**src/rtl/slot_handle_allocator_defines.svh**
```systemverilog
// assertion macros used by the slot handle allocator datapath
`ifndef SLOT_HANDLE_ALLOCATOR_DEFINES_SVH
`define SLOT_HANDLE_ALLOCATOR_DEFINES_SVH

// same-cycle implication, disabled during reset
`define SHA_ASSERT_IMPL(label, clk, rst, ante, cons) \
   label: assert property (@(posedge clk) disable iff (rst) (ante) |-> (cons)) \
      else $error("%m: implication check failed");

// next-cycle implication, disabled during reset
`define SHA_ASSERT_NEXT(label, clk, rst, ante, cons) \
   label: assert property (@(posedge clk) disable iff (rst) (ante) |=> (cons)) \
      else $error("%m: next-cycle check failed");

`endif

```
**src/rtl/sha_pkg.sv**
```systemverilog
// types and constants shared by the slot handle allocator modules
package sha_pkg;

   localparam int CMD_W    = 3;
   localparam int ID_W     = 9;
   localparam int STATUS_W = 2;
   localparam int TALLY_W  = 10;

   localparam logic [TALLY_W-1:0] TALLY_MAX = 10'd1023;

   // command codes
   localparam logic [CMD_W-1:0] CMD_ALLOC   = 3'd0;
   localparam logic [CMD_W-1:0] CMD_FREE    = 3'd1;
   localparam logic [CMD_W-1:0] CMD_CHECK   = 3'd2;
   localparam logic [CMD_W-1:0] CMD_MARK    = 3'd3;
   localparam logic [CMD_W-1:0] CMD_PROCESS = 3'd4;
   localparam logic [CMD_W-1:0] CMD_COUNT   = 3'd5;

   // status codes
   localparam logic [STATUS_W-1:0] STS_OK        = 2'd0;
   localparam logic [STATUS_W-1:0] STS_FULL      = 2'd1;
   localparam logic [STATUS_W-1:0] STS_NOT_VALID = 2'd2;

   // controller to datapath commands
   typedef struct packed {
      logic capture;    // latch the request and issue memory reads
      logic execute;    // perform the command and load the result register
      logic walk_step;  // advance the process-pending sweep
   } sha_ctl_type;

   // datapath to controller status
   typedef struct packed {
      logic out_free;   // result register can take a new result this cycle
      logic walk_done;  // sweep has visited every used slot
   } sha_sts_type;

endpackage

```
**src/rtl/sha_ctrl.sv**
```systemverilog
// controller state machine for the slot handle allocator
module sha_ctrl (
   input  logic                      clock,
   input  logic                      reset,
   input  logic                      req_valid,
   output logic                      req_ready,
   input  logic [sha_pkg::CMD_W-1:0] req_command,
   input  sha_pkg::sha_sts_type      sts,
   output sha_pkg::sha_ctl_type      ctl
);
   import sha_pkg::*;

   typedef enum logic [1:0] {
      ST_IDLE,
      ST_EXEC,
      ST_WALK
   } state_type;

   state_type state_ff, state_in;
   logic      ready_ff, ready_in;
   logic      accept;

   assign req_ready = ready_ff;
   assign accept    = req_valid && ready_ff;

   always_comb begin
      state_in      = state_ff;
      ready_in      = ready_ff;
      ctl.capture   = 1'b0;
      ctl.execute   = 1'b0;
      ctl.walk_step = 1'b0;
      case (state_ff)
         ST_IDLE: begin
            if (accept) begin
               ctl.capture = 1'b1;
               ready_in    = 1'b0;
               state_in    = (req_command == CMD_PROCESS) ? ST_WALK : ST_EXEC;
            end
         end
         ST_EXEC: begin
            if (sts.out_free) begin
               ctl.execute = 1'b1;
               ready_in    = 1'b1;
               state_in    = ST_IDLE;
            end
         end
         ST_WALK: begin
            if (sts.walk_done) begin
               state_in = ST_EXEC;
            end else begin
               ctl.walk_step = 1'b1;
            end
         end
         default: begin
            state_in = ST_IDLE;
            ready_in = 1'b1;
         end
      endcase
   end

   always_ff @(posedge clock) begin
      if (reset) begin
         state_ff <= ST_IDLE;
         ready_ff <= 1'b1;
      end else begin
         state_ff <= state_in;
         ready_ff <= ready_in;
      end
   end

endmodule

```
**config.mk**
```make
export PLATFORM = sky130hd
export DESIGN_NAME = sha_ctrl
export DESIGN_NICKNAME = d
export VERILOG_FILES = /design/src/rtl/slot_handle_allocator_defines.svh /design/src/rtl/sha_pkg.sv /design/src/rtl/sha_ctrl.sv
export SDC_FILE = /design/constraint.sdc
export NUM_CORES = 1
export LEC_CHECK = 0
export BUFFER_PORTS_ARGS = -buffer_cell sky130_fd_sc_hd__buf_2
export CORE_AREA = 2 2 39 41
export DETAILED_ROUTE_END_ITERATION = 12
export DIE_AREA = 0 0 41 43
export PLACE_DENSITY = 0.37
export SYNTH_ARGS = -nofsm -noshare
export SYNTH_HDL_FRONTEND = slang
export SYNTH_SLANG_ARGS = --single-unit
```
**constraint.sdc**
```tcl
create_clock -name clock -period 2.3 [get_ports clock]
set_clock_uncertainty 0.1 [all_clocks]
set_input_delay 0.23 -clock clock [delete_from_list [all_inputs] [get_ports clock]]
set_output_delay 0.23 -clock clock [all_outputs]
set_load 0.05 [all_outputs]
```
[Yosys cells after proc, flatten, opt, wreduce, memory -nomap -nowiden]
Index checks and enable logic that the tools add are counted.
Word-level totals
  register bits: 3
  input bits: 8
Cells by class
  equality and inequality tests: 6
  mux-type cells: 14
  bitwise operators: 1
  reduce and logical (&&, ||, !) cells: 4
Operators by type and width (count)
  $mux 1: 8
  $mux 2: 4
  $ne 2x2->1 const B: 3
  $pmux 2 s3: 1
  $reduce_and 3->1: 2
  $eq 3x3->1 const B: 1
  $pmux 1 s3: 1
  $eq 2x1->1 const B: 1
  $eq 2x2->1 const B: 1
  $logic_not 2->1: 1
  $logic_and 1x1->1: 1
  $not 1->1: 1

[Depth between registers and ports, before layout]
  depth after elaboration: 4
  gate-level depth with buffers: 3
  mapped depth without buffers: 3

[Worst setup path after synthesis]
No wires, ideal clock.
  path type: reg-to-output
  start: reg ready_ff (netlist: req_ready)
  end: out ctl[2] (netlist bit)
  arrival time: 1.899 ns
  data required time: 1.970 ns
  setup slack: 0.071 ns
  cell stages (with the launch flop): 3
  path buffers: 0
  cells stage by stage: dfxtp_1 -> nand2_1 -> nor3_1
RTL lines
  start, declared: RTL line sha_ctrl.sv:20  | logic ready_ff, ready_in;
  start signal, assigned: RTL line sha_ctrl.sv:67  | ready_ff <= ready_in;
  end, declared: RTL line sha_ctrl.sv:9  | output sha_pkg::sha_ctl_type ctl

==> run metrics <==
die area 1763 µm²; Placed Cells incl. Taps 47; cts hold-fix bufs 0; Filler Cell Count 166; Syn. warnings 0; sequential-to-total area share from yosys stat approximately 34%; max incr delay on CP 0.39 ns; outcome finished, final reports clean; Skew-Pair Late Insertion Delay 0.23 ns; Total Neg Setup Slack 0 ns; post-route insts no fill 51; Die H 43 µm; I/O pin count 12; htree depth 1; initial antenna violation count 0; Post-route DRC 0; synthesized area roughly 180 µm²; CP Cell Sequence inv_1 -> nor3_1 -> buf_2; 1st-iter DRT viols 3; row cnt 14; max cap viols 0; P_leak 0.1266 nW; Congestion Overflow GR 0; CTS Root Cell clkbuf_4; Setup CP Type reg2out; fin nets 44; worst vdd ir ~0.00020 V; Syn-to-layout area delta 57.04%; Inserted Clock Buffers 3; overall routing resource usage 7.415%; DRT antenna net count 0; final wirelength 470 µm; fmax 651.5 MHz; CP max stage cell dfxtp_1; clock tree buffer depth 2; total core area 1384 µm²; Port-buffer cells 11; hpwl dp 367.2 µm; WHS between 0.1 and 0.15 ns; Total Power 0.0002021 W; Yosys cell types 16; Pre-antenna DRT Iters 2; CP bufs+invs 2; diode count 0; Die Wd between 40 and 50 µm; layout cell share with drive strength beyond 1 approximately 51%; CP endpoint kind primary output; Synth Register Bits 3; Worst Path Max Fanout 5; via/cell ratio approximately 3.9; vias after detailed routing 201; slew margin rel. roughly four fifths; Tightest Pin Transition 0.2939 ns; Hold Crit Class in2reg; CTS clk-pin slew, worst paths about 0.04 ns; CTS tree yes; sinks on the clock net 3; CTS-repair resized insts 0; number of global-route vias before repair 193; crit path DAT 1.21 ns; first-pass GRT wire length 800 µm; Post-Syn Area per Cell 8.884 µm²; required time of the critical path 1.97 ns; pin count of the biggest net entering global routing 10; final number of setup-violating endpoints 0; pwr/cell area 724.2 nW/µm²; RSZ-0062 raised after global routing false; number of failing hold endpoints at the final stage 0; Tmin final 1.535 ns; Synth Instances 20; Worst setup SP type register; routability cong. between 0.6 and 0.7; initial core utilization roughly an eighth; Net Count, Synth 28; Slew Limit Fails 0; Routed wire per std cell 9.216 µm; number of post-CTS setup repair buffers 0; fin crit share 66.74%; Largest delay share family, worst path buffers and inverters
metrics by stage:
stage | utilization [%] | area [µm²] | worst slack, ns
2_1_floorplan | - | 177.7 | 0.07114
3_3_place_gp | 18.26 | 252.7 | 1.011
3_5_place_dp | 18.26 | 252.7 | 1.013
4_1_cts | 20.16 | 279.0 | 0.7498
5_1_grt | 20.16 | 279.0 | 0.6483
6_report | 20.16 | 279.0 | 0.7650
final timing paths:
path	startpoint	to	slack, ns	depth (start not counted)
setup reg to reg	state_ff[1]$_SDFFE_PP0P_	state_ff[1]$_SDFFE_PP0P_	1.07	3
setup / recovery	state_ff[1]$_SDFFE_PP0P_	ctl[0]	0.76	3
hold / removal	reset	state_ff[1]$_SDFFE_PP0P_	0.12	2
hold reg to reg	req_ready$_SDFFE_PP1P_	state_ff[1]$_SDFFE_PP0P_	0.48	2
cells in the mapped netlist:
master / number / area [µm²]
nor4b_2: 1 / 15.01
nor3_1: 2 / 10.01
nor2b_1: 1 / 6.260
and3_1: 1 / 6.260
a21oi_1: 1 / 5.000
nor4b_1: 1 / 8.760
a21o_1: 1 / 7.510
o22a_2: 1 / 10.01
a211oi_1: 1 / 7.510
o21ai_0: 1 / 5.000
a2111oi_2: 1 / 15.01
nor2_1: 1 / 3.750
nand2_1: 1 / 3.750
or2_2: 1 / 6.260
inv_1: 2 / 7.510
dfxtp_1: 3 / 60.06
registers in the layout, indices dropped and copies added (netlist names):
| name | flops |
|---|---|
| req_ready | 1 |
| state_ff | 2 |
routing by layer:
metal | up-vias | global-route usage, % | share of wire (%)
met5 | - | 0 | 0
li1 | 104 | - | -
met2 | 13 | 8.125 | 39
met1 | 82 | 8.626 | 43
met4 | 0 | 6.000 | 1.9
met3 | 2 | 6.283 | 16
cell type report:
type	count	area (µm²)	share of cell area [%]
inverters	2	7.507	2.691
repair buffers	11	55.05	19.73
well taps	16	20.02	7.175
multi-input cells	15	110.1	39.46
clock buffers	4	26.28	9.417
flip-flops and latches	3	60.06	21.52
cells in the final DEF (no fill, tap or decap):
| cell type | count |
|---|---|
| a211oi_1 | 1 |
| a21o_1 | 1 |
| nand2_1 | 1 |
| and3_1 | 1 |
| nor4b_1 | 1 |
| a21oi_1 | 1 |
| nor2b_1 | 1 |
| nor4b_2 | 1 |
| a2111oi_2 | 1 |
| inv_1 | 2 |
| nor2_1 | 1 |
| nor3_1 | 2 |
| o22a_2 | 1 |
| clkbuf_4 | 3 |
| clkbuf_1 | 1 |
| buf_2 | 11 |
| dfxtp_1 | 3 |
| or2_2 | 1 |
| o21ai_0 | 1 |
report_power, final:
part           switching, W  leakage (nW)  internal, W
combinational     0.0000295        0.0869    0.0000168
clock             0.0000278        0.0150    0.0000651
sequential       0.00000649        0.0247    0.0000564
total             0.0000638         0.127     0.000138
cell families after synthesis:
kind of cell | Yosys count | synth area share (%)
flops | 3 | 33.80
compound gates | 6 | 28.16
simple gates | 9 | 33.80
buf+inv | 2 | 4.227
(Power assumes the default switching activity.)
